$ cat src/hdl/kbp_pkg.sv
// ----------------------------------------------------------------------------
// kbp_pkg
// Shared constants and types for the random-bit pool: pool size, generator
// constants, opcodes, register indexes and the controller/datapath structs.
// ----------------------------------------------------------------------------
package kbp_pkg;

  localparam int POOL_WORDS = 16;
  localparam int IDX_W      = (POOL_WORDS > 1) ? $clog2(POOL_WORDS) : 1;
  localparam int CFG_IDX_W  = 4;

  localparam logic [31:0] WEYL_INC = 32'd1411392427;
  localparam logic [5:0]  MAX_BITS = 6'd32;

  localparam logic [31:0] SEED0_RST = 32'd123456789;
  localparam logic [31:0] SEED1_RST = 32'd987654321;
  localparam logic [30:0] SEED2_RST = 31'd43219876;
  localparam logic [30:0] SEED3_RST = 31'd6543217;

  localparam logic OP_RESTART = 1'b0;
  localparam logic OP_DRAW    = 1'b1;

  localparam logic [CFG_IDX_W-1:0] REG_SEED0 = CFG_IDX_W'(0);
  localparam logic [CFG_IDX_W-1:0] REG_SEED1 = CFG_IDX_W'(1);
  localparam logic [CFG_IDX_W-1:0] REG_SEED2 = CFG_IDX_W'(2);
  localparam logic [CFG_IDX_W-1:0] REG_SEED3 = CFG_IDX_W'(3);

  typedef struct packed {
    logic start;
    logic restart;
    logic take;
    logic skip;
    logic refill;
    logic load_out;
  } kbp_cmd_t;

  typedef struct packed {
    logic word_nonzero;
    logic idx_last;
    logic fill_last;
    logic bits_done;
    logic out_free;
  } kbp_status_t;

endpackage

$ cat src/hdl/kbp_req_if.sv
// ----------------------------------------------------------------------------
// kbp_req_if
// Request channel: opcode and bit count with valid/ready.
// ----------------------------------------------------------------------------
interface kbp_req_if;
  logic       valid;
  logic       ready;
  logic       opcode;
  logic [5:0] num_bits;

  modport source (output valid, output opcode, output num_bits, input ready);
  modport sink   (input valid, input opcode, input num_bits, output ready);
endinterface

$ cat src/hdl/kbp_rsp_if.sv
// ----------------------------------------------------------------------------
// kbp_rsp_if
// Result channel: drawn bits with valid/ready.
// ----------------------------------------------------------------------------
interface kbp_rsp_if;
  logic        valid;
  logic        ready;
  logic [31:0] random_bits;

  modport source (output valid, output random_bits, input ready);
  modport sink   (input valid, input random_bits, output ready);
endinterface

$ cat src/hdl/kbp_cfg_if.sv
// ----------------------------------------------------------------------------
// kbp_cfg_if
// Configuration write channel: register index and data with valid/ready.
// ----------------------------------------------------------------------------
interface kbp_cfg_if;
  logic        valid;
  logic        ready;
  logic [3:0]  index;
  logic [31:0] data;

  modport source (output valid, output index, output data, input ready);
  modport sink   (input valid, input index, input data, output ready);
endinterface

$ cat src/hdl/kbp_ctrl.sv
// ----------------------------------------------------------------------------
// kbp_ctrl
// Controller: sequences restart, pool scan, refill, bit take and result load.
// ----------------------------------------------------------------------------
module kbp_ctrl
  import kbp_pkg::*;
(
  input  logic        clk,
  input  logic        rst,
  input  logic        req_valid,
  input  logic        req_opcode,
  output logic        req_ready,
  input  kbp_status_t st,
  output kbp_cmd_t    cmd
);

  typedef enum logic [2:0] {
    S_IDLE,
    S_SCAN,
    S_REFILL,
    S_TAKE,
    S_FINISH
  } state_t;

  state_t state, state_next;
  logic   req_fire;

  assign req_ready = (state == S_IDLE);
  assign req_fire  = req_valid && req_ready;

  always_comb begin
    state_next = state;
    cmd        = '0;
    unique case (state)
      S_IDLE: begin
        if (req_fire) begin
          cmd.start = 1'b1;
          if (req_opcode == OP_RESTART) begin
            cmd.restart = 1'b1;
            state_next  = S_FINISH;
          end else begin
            state_next = S_SCAN;
          end
        end
      end
      S_SCAN: begin
        if (st.bits_done) begin
          state_next = S_FINISH;
        end else if (st.word_nonzero) begin
          cmd.take = 1'b1;
        end else if (st.idx_last) begin
          state_next = S_REFILL;
        end else begin
          cmd.skip = 1'b1;
        end
      end
      S_REFILL: begin
        cmd.refill = 1'b1;
        if (st.fill_last) begin
          state_next = S_TAKE;
        end
      end
      S_TAKE: begin
        cmd.take   = 1'b1;
        state_next = S_SCAN;
      end
      S_FINISH: begin
        if (st.out_free) begin
          cmd.load_out = 1'b1;
          state_next   = S_IDLE;
        end
      end
      default: state_next = S_IDLE;
    endcase
  end

  always_ff @(posedge clk) begin
    if (rst) begin
      state <= S_IDLE;
    end else begin
      state <= state_next;
    end
  end

endmodule

$ cat src/hdl/kbp_dp.sv
// ----------------------------------------------------------------------------
// kbp_dp
// Datapath: seed registers, generator state, bit pool, scan and fill
// counters, bit accumulator and the output register.
// ----------------------------------------------------------------------------
module kbp_dp
  import kbp_pkg::*;
(
  input  logic                 clk,
  input  logic                 rst,
  input  kbp_cmd_t             cmd,
  output kbp_status_t          st,
  input  logic [5:0]           num_bits,
  input  logic                 cfg_valid,
  input  logic [CFG_IDX_W-1:0] cfg_index,
  input  logic [31:0]          cfg_data,
  output logic                 rsp_valid,
  input  logic                 rsp_ready,
  output logic [31:0]          random_bits
);

  logic [31:0] seed0, seed1;
  logic [30:0] seed2, seed3;

  logic [31:0] weyl, xs;
  logic [30:0] older, newer;
  logic        carry;

  logic [31:0] pool [POOL_WORDS];
  logic [IDX_W-1:0] idx, fill;
  logic [5:0]  cnt, target;
  logic [31:0] acc;

  logic [31:0] x1, x2, x3;
  logic [31:0] awc_sum;
  logic [31:0] weyl_next;
  logic [31:0] gen_out;
  logic [31:0] cur_word;

  // one generator step
  always_comb begin
    x1        = xs ^ (xs << 5);
    x2        = x1 ^ (x1 >> 7);
    x3        = x2 ^ (x2 << 22);
    awc_sum   = {1'b0, older} + {1'b0, newer} + {31'b0, carry};
    weyl_next = weyl + WEYL_INC;
    gen_out   = weyl_next + x3 + {1'b0, awc_sum[30:0]};
  end

  assign cur_word = pool[idx];

  assign st.word_nonzero = (cur_word != 32'd0);
  assign st.idx_last     = (idx == IDX_W'(POOL_WORDS - 1));
  assign st.fill_last    = (fill == IDX_W'(POOL_WORDS - 1));
  assign st.bits_done    = (cnt == target);
  assign st.out_free     = !rsp_valid || rsp_ready;

  // seed registers
  always_ff @(posedge clk) begin
    if (rst) begin
      seed0 <= SEED0_RST;
      seed1 <= SEED1_RST;
      seed2 <= SEED2_RST;
      seed3 <= SEED3_RST;
    end else if (cfg_valid) begin
      unique case (cfg_index)
        REG_SEED0: seed0 <= cfg_data;
        REG_SEED1: seed1 <= cfg_data;
        REG_SEED2: seed2 <= cfg_data[30:0];
        REG_SEED3: seed3 <= cfg_data[30:0];
        default: ;
      endcase
    end
  end

  // generator state and pool
  always_ff @(posedge clk) begin
    if (rst) begin
      weyl  <= SEED0_RST;
      xs    <= SEED1_RST;
      older <= SEED2_RST;
      newer <= SEED3_RST;
      carry <= 1'b0;
      fill  <= '0;
      for (int i = 0; i < POOL_WORDS; i++) begin
        pool[i] <= 32'd0;
      end
    end else if (cmd.restart) begin
      weyl  <= seed0;
      xs    <= seed1;
      older <= seed2;
      newer <= seed3;
      carry <= 1'b0;
      fill  <= '0;
      for (int i = 0; i < POOL_WORDS; i++) begin
        pool[i] <= 32'd0;
      end
    end else if (cmd.refill) begin
      weyl       <= weyl_next;
      xs         <= x3;
      older      <= newer;
      newer      <= awc_sum[30:0];
      carry      <= awc_sum[31];
      pool[fill] <= gen_out;
      fill       <= st.fill_last ? '0 : fill + 1'b1;
    end else if (cmd.take) begin
      pool[idx] <= cur_word >> 1;
    end
  end

  // scan index, bit count and accumulator
  always_ff @(posedge clk) begin
    if (rst) begin
      idx    <= '0;
      cnt    <= '0;
      target <= '0;
      acc    <= '0;
    end else if (cmd.start) begin
      idx    <= '0;
      cnt    <= '0;
      target <= (cmd.restart || num_bits <= MAX_BITS) ?
                (cmd.restart ? 6'd0 : num_bits) : MAX_BITS;
      acc    <= '0;
    end else begin
      if (cmd.skip) begin
        idx <= idx + 1'b1;
      end
      if (cmd.refill && st.fill_last) begin
        idx <= '0;
      end
      if (cmd.take) begin
        acc <= {acc[30:0], cur_word[0]};
        cnt <= cnt + 6'd1;
      end
    end
  end

  // output register
  always_ff @(posedge clk) begin
    if (rst) begin
      rsp_valid <= 1'b0;
    end else if (cmd.load_out) begin
      rsp_valid <= 1'b1;
    end else if (rsp_ready) begin
      rsp_valid <= 1'b0;
    end
  end

  always_ff @(posedge clk) begin
    if (cmd.load_out) begin
      random_bits <= acc;
    end
  end

endmodule

$ cat src/hdl/kiss_random_bit_pool.sv
// ----------------------------------------------------------------------------
// kiss_random_bit_pool
// Random-bit source: a KISS-style generator fills a pool of words from which
// requests draw up to 32 bits, first drawn bit most significant.
// ----------------------------------------------------------------------------
// One request at a time. A draw of n bits (n clamped to 32) scans the pool
// one word per cycle from the first word, passing over empty words, and
// takes one bit per cycle; when the scan finds every pool word empty, a
// refill runs one generator step per cycle into one pool word, and a bit is
// then taken from the first word. A restart (opcode 0) returns zero. A result
// still waiting in the output register holds the next result back until it
// is taken. The result sits in an output register, so a finished result may
// wait while the next request is accepted. Seed writes are taken at any time
// and act at the next restart.
module kiss_random_bit_pool
  import kbp_pkg::*;
(
  input logic      clk,
  input logic      rst,
  kbp_req_if.sink  req,
  kbp_rsp_if.source rsp,
  kbp_cfg_if.sink  cfg
);

  kbp_cmd_t    cmd;
  kbp_status_t st;

  assign cfg.ready = 1'b1;

  kbp_ctrl u_ctrl (
    .clk        (clk),
    .rst        (rst),
    .req_valid  (req.valid),
    .req_opcode (req.opcode),
    .req_ready  (req.ready),
    .st         (st),
    .cmd        (cmd)
  );

  kbp_dp u_dp (
    .clk         (clk),
    .rst         (rst),
    .cmd         (cmd),
    .st          (st),
    .num_bits    (req.num_bits),
    .cfg_valid   (cfg.valid && cfg.ready),
    .cfg_index   (cfg.index),
    .cfg_data    (cfg.data),
    .rsp_valid   (rsp.valid),
    .rsp_ready   (rsp.ready),
    .random_bits (rsp.random_bits)
  );

  a_no_take_when_done: assert property (@(posedge clk) disable iff (rst)
    !(cmd.take && st.bits_done))
    else $error("bit taken beyond the requested count");

  a_refill_after_empty: assert property (@(posedge clk) disable iff (rst)
    $rose(cmd.refill) |-> $past(st.idx_last && !st.word_nonzero))
    else $error("refill started while the pool still held bits");

  a_load_into_free: assert property (@(posedge clk) disable iff (rst)
    cmd.load_out |-> st.out_free)
    else $error("result loaded over an untaken result");

  a_refill_idle_req: assert property (@(posedge clk) disable iff (rst)
    cmd.refill |-> !req.ready)
    else $error("request channel open during refill");

endmodule

$ cat src/flat_wrapper.sv
// flat-port wrapper written by rule: the top's interface ports become plain ports
module kiss_random_bit_pool_flat import kbp_pkg::*;
  (clk, rst, req_valid, req_opcode, req_num_bits, req_ready, rsp_valid, rsp_random_bits, rsp_ready, cfg_valid, cfg_index, cfg_data, cfg_ready);
  kbp_req_if req_i ();
  kbp_rsp_if rsp_i ();
  kbp_cfg_if cfg_i ();
  input logic clk;
  input logic rst;
  input wire logic [$bits(req_i.valid)-1:0] req_valid;
  input wire logic [$bits(req_i.opcode)-1:0] req_opcode;
  input wire logic [$bits(req_i.num_bits)-1:0] req_num_bits;
  output wire logic [$bits(req_i.ready)-1:0] req_ready;
  output wire logic [$bits(rsp_i.valid)-1:0] rsp_valid;
  output wire logic [$bits(rsp_i.random_bits)-1:0] rsp_random_bits;
  input wire logic [$bits(rsp_i.ready)-1:0] rsp_ready;
  input wire logic [$bits(cfg_i.valid)-1:0] cfg_valid;
  input wire logic [$bits(cfg_i.index)-1:0] cfg_index;
  input wire logic [$bits(cfg_i.data)-1:0] cfg_data;
  output wire logic [$bits(cfg_i.ready)-1:0] cfg_ready;
  assign req_i.valid = req_valid;
  assign req_i.opcode = req_opcode;
  assign req_i.num_bits = req_num_bits;
  assign req_ready = req_i.ready;
  assign rsp_valid = rsp_i.valid;
  assign rsp_random_bits = rsp_i.random_bits;
  assign rsp_i.ready = rsp_ready;
  assign cfg_i.valid = cfg_valid;
  assign cfg_i.index = cfg_index;
  assign cfg_i.data = cfg_data;
  assign cfg_ready = cfg_i.ready;
  kiss_random_bit_pool u_core (.clk(clk), .rst(rst), .req(req_i), .rsp(rsp_i), .cfg(cfg_i));
endmodule
$ cat config.mk
export PLATFORM = sky130hd
export DESIGN_NAME = kiss_random_bit_pool_flat
export DESIGN_NICKNAME = d
export VERILOG_FILES = /design/src/hdl/kbp_pkg.sv /design/src/hdl/kbp_req_if.sv /design/src/hdl/kbp_rsp_if.sv /design/src/hdl/kbp_cfg_if.sv /design/src/hdl/kbp_ctrl.sv /design/src/hdl/kbp_dp.sv /design/src/hdl/kiss_random_bit_pool.sv /design/src/flat_wrapper.sv
export SDC_FILE = /design/constraint.sdc
export NUM_CORES = 2
export LEC_CHECK = 0
export BUFFER_PORTS_ARGS = -buffer_cell sky130_fd_sc_hd__buf_2
export CELL_PAD_IN_SITES_DETAIL_PLACEMENT = 0
export CELL_PAD_IN_SITES_GLOBAL_PLACEMENT = 1
export CORE_MARGIN = 2
export CORE_UTILIZATION = 51
export DETAILED_ROUTE_END_ITERATION = 7
export PLACE_DENSITY = 0.91
export SLEW_MARGIN = 20
export SYNTH_ARGS = -nofsm -noshare
export SYNTH_HDL_FRONTEND = slang
export SYNTH_SLANG_ARGS = --single-unit
$ cat constraint.sdc
create_clock -name clk -period 7.98 [get_ports clk]
set_input_delay 2.394 -clock clk [delete_from_list [all_inputs] [get_ports clk]]
set_output_delay 2.394 -clock clk [all_outputs]
set_load 0.01 [all_outputs]
==> summary.txt <==
Clock network
  – CTS H-Tree Depth: 3
  – Resize count post-CTS: 0
  – CTS Buffer Depth: 3
  – Root buffer cell: clkbuf_16
  – Clock Latency Late Sink: 0.67 ns
  – CTS tree: yes
  – CTS buffer count: 90
  – Hold_buf cts: 0
  – CTS sink count: 857
  – Worst-path clk slew: 0.06 ns
  – Post-CTS setup buffer count: 0

Timing
  – Fmax: 0.1432 GHz
  – Final Max Slew Viols: 0
  – Final setup viols: 0
  – Final period utilization: 0.8751
  – RSZ-0062 raised after global routing: false
  – Max_slew headroom: 0.2196
  – Slew at the pin closest to its max-slew limit: 1.167 ns
  – Setup_tns: 0 ns
  – Skew final: 0.03123 ns
  – Minimum clock period: 6.984 ns
  – Final Hold Fails: 0

Setup path
  – Crit path capture: u_core.u_dp.pool[11][31]
  – CP Max Fanout: 16
  – Worst r2r src: u_core.u_dp.older[0]
  – Startpoint class of the critical path: register
  – Critical Path Most Common Cell: fa_1
  – R2R setup slack: 1.0 ns
  – RR Endpoint: u_core.u_dp.pool[11][31]
  – Crit path cell chain: fa_1, fa_1, a211o_1, a2111o_1, a211o_1, a31oi_1, o21bai_1, a2111o_1, a21o_1, and2_1, fa_1, ha_1, inv_1, a21oi_1, o211a_1, o22a_1, o211ai_1, a21oi_1, or4b_2, and4_1, nor3_1
  – Setup Crit Path Kind: register to register
  – Critical Path AT: 7.46 ns
  – CP Data Required Time: 8.46 ns
  – Slowest CP cell: or4b_2
  – Setup crit end kind: register
  – Worst path top cell family by delay: compound AO/OA/AOI/OAI gates
  – Slowest cell delay on critical path: 0.68 ns
  – Bufs and invs on worst path: 1
  – Crit. Startpoint: u_core.u_dp.older[0]
  – Stages on the worst setup path: 21
  – R2R cell count: 21

Placed design
  – Number of port buffers: 81
  – GPL Wtd Cong: 0.8605
  – DPL Wire Length: 69440 um
  – Cells after DPL: 4549

Global routing
  – Total track usage: 0.2789
  – Number of antenna violations at the first check in global routing: 1
  – Via count of the first global-routing pass: 28592
  – First-pass GRT wire length: 173700 um
  – Largest net degree at the start of global routing: 82
  – Global route total overflow: 0

Worst hold path
  – Worst hold path type: register to register
  – Hold Startpoint: u_core.u_dp.older[2]
  – Hold path depth: 2

Die
  – Die span in x: 285.8 um
  – Overall die height: 285.8 um
  – # rows: 103
  – Count of boundary I/O pins: 83
  – DIE AREA: 0.08170 mm^2
  – Starting Density: 0.5136
  – Core Region: 0.07887 mm^2

Synth
  – Count of cell types in the netlist: 83
  – Number of enable flip-flop cells after synthesis: 544
  – Ys async rst share: 0
  – Mapped Cells: 3595
  – Synth Register Bits: 857
  – Mean Syn Cell Area: 11.27 um^2
  – Synthesized cell area: 0.04051 mm^2
  – Top_reg_cell synth: edfxtp_1
  – Post-Syn Nets: 3741
  – Seq/Total Area, Yosys: 0.5579
  – Synth warnings: 0

Drt
  – DRC errors left: 0
  – Total number of vias: 29300
  – WL met2: 54420 um
  – Metal1 wirelength: 44130 um
  – Wire length per cell after detailed routing: 24.30 um
  – Met3 wire length: 11200 um
  – Top sig layer: met5
  – DRT iter0 DRCs: 3304
  – Post-route ant nets: 0
  – Drt total wl: 114600 um
  – First-pass DRT Iterations: 5
  – Number of vias per cell: 6.210

Layout
  – Area growth syn-to-layout: 11.10%
  – Ant diodes: 0
  – Post-layout net count: 3737
  – Proportion of layout cells with a drive suffix above 1: 0.1573
  – Filler instances: 6468
  – Finished Layout Cells: 4718

Job
  – Max-Cap Viols: 0

Status
  – Status: complete, no violations
-- synthesized netlist by cell type, types with 7 or more instances --
master      n  area share
a211oi_1    7      0.0013
a21o_1     28      0.0052
a21oi_1   227       0.028
a221o_1    11      0.0027
a221oi_1   65       0.014
a22oi_1    32      0.0059
a31oi_1    10      0.0015
and2_1      9      0.0014
and3_1     14      0.0022
buf_1      10     0.00093
buf_2      84       0.010
buf_4       8      0.0015
clkbuf_1  145       0.013
dfxtp_1   313        0.15
edfxtp_1  544        0.40
fa_1       34       0.017
ha_1       64       0.020
inv_1      79      0.0073
mux2i_1    19      0.0047
mux2i_2    20      0.0068
mux4_2    156       0.087
nand2_1   488       0.045
nand2b_1   15      0.0023
nand3_1    91       0.011
nand4_1    11      0.0017
nor2_1    600       0.056
nor2_2     25      0.0039
nor2b_1     8      0.0012
nor3_1     43      0.0053
o211ai_1   16      0.0030
o21a_1     17      0.0032
o21ai_0    80      0.0099
o21bai_1    9      0.0017
o22ai_1     8      0.0012
o311ai_0   10      0.0022
or2_2      11      0.0017
or3_1      17      0.0026
xnor2_1   102       0.022
xor2_1     49       0.011
-- routing by layer --
metal,global-route usage,vias up
met5,0,-
met4,0.1171,2
met3,0.04825,310
met2,0.4542,1674
met1,0.3713,14392
li1,-,12922
-- placed cells by master (no fill, tap or decap), types with 14 or more instances in the layout --
cell type | synthesis | routed
a21o_1 | 28 | 28
a21oi_1 | 227 | 227
a221oi_1 | 65 | 65
a22oi_1 | 32 | 32
and3_1 | 14 | 14
buf_2 | 84 | 80
buf_4 | 8 | 74
clkbuf_16 | 0 | 90
clkinv_1 | 1 | 14
clkinv_2 | 0 | 28
dfxtp_1 | 313 | 309
edfxtp_1 | 544 | 544
fa_1 | 34 | 34
ha_1 | 64 | 64
inv_1 | 79 | 79
mux2i_1 | 19 | 18
mux2i_2 | 20 | 20
mux4_2 | 156 | 156
nand2_1 | 488 | 472
nand2_2 | 0 | 15
nand2b_1 | 15 | 15
nand3_1 | 91 | 90
nor2_1 | 600 | 594
nor2_2 | 25 | 29
nor3_1 | 43 | 40
o211ai_1 | 16 | 16
o21a_1 | 17 | 17
o21ai_0 | 80 | 80
or3_1 | 17 | 17
xnor2_1 | 102 | 102
xor2_1 | 49 | 49
-- worst reg2reg max path, delay by kind of cell (launching register included) --
| family | cells | cell delay, ns |
|---|---|---|
| DFF | 1 | 0.33 |
| AOI/OAI and AO/OA | 12 | 2.99 |
| adders and majority gates | 4 | 1.78 |
| buffers and inverters | 1 | 0.15 |
| and+or+nand+nor | 4 | 1.55 |
-- through the flow --
stage	utilization	instance area [um^2]	hold slack (ns)	setup WS, ns
CTS	0.5705	45000	0.4474	1.046
floorplan	-	40510	0.4081	1.652
finish	0.5706	45010	0.4484	0.9963
detailed placement	0.5326	42010	0.4361	1.127
global route	0.5706	45010	0.4631	0.5719
global placement	0.5325	42000	0.4155	1.230
-- worst min-delay path by stage --
stage | to | slack, ns
2_1_floorplan | u_core.u_dp.random_bits[31] | 0.41
3_3_place_gp | u_core.u_dp.random_bits[31] | 0.42
3_5_place_dp | u_core.u_dp.random_bits[31] | 0.44
4_1_cts | u_core.u_dp.older[2] | 0.45
5_1_grt | u_core.u_dp.older[16] | 0.46
6_report | u_core.u_dp.older[2] | 0.45
-- sequential cells by signal, summed over array words and instances (netlist names), named ones only --
signal / count
u_core.u_dp.fill: 4
u_core.u_dp.seed3: 31
u_core.u_ctrl.state: 3
u_core.u_dp.seed0: 32
u_core.u_dp.idx: 4
u_core.u_dp.xs: 32
u_core.u_dp.acc: 32
u_core.u_dp.weyl: 32
u_core.u_dp.newer: 31
u_core.u_dp.carry: 1
u_core.u_dp.seed1: 32
u_core.u_dp.older: 31
u_core.u_dp.random_bits: 32
u_core.u_dp.cnt: 6
u_core.u_dp.pool: 512
u_core.u_dp.seed2: 31
u_core.u_dp.rsp_valid: 1
u_core.u_dp.target: 6
-- logic make-up (layout without fill, tap and decap cells) --
kind of cell / Yosys count / in the layout / synth area share
muxes: 198 / 198 / 0.09905
adders and majority gates: 98 / 98 / 0.03657
other: 1 / 1 / 0.00009257
xor gates and xnor gates: 151 / 151 / 0.03265
DFF: 857 / 857 / 0.5579
buffers and inverters: 333 / 406 / 0.03573
and+or+nand+nor: 1355 / 1355 / 0.1391
AOI/OAI and AO/OA: 602 / 602 / 0.09886
-- layout make-up --
type / instances / area [um^2] / share of cell area
multi-input cells: 2405 / 16780 / 0.3729
clock inverters: 65 / 641.9 / 0.01426
well taps: 1050 / 1314 / 0.02919
inverters: 80 / 300.3 / 0.006672
clock buffers: 104 / 2346 / 0.05213
flip-flops and latches: 857 / 22610 / 0.5025
repair buffers: 157 / 1007 / 0.02238
Power is left out: the tool's default activity adds up to more than one toggle a clock period on the data nets, which glitch-free logic cannot reach.
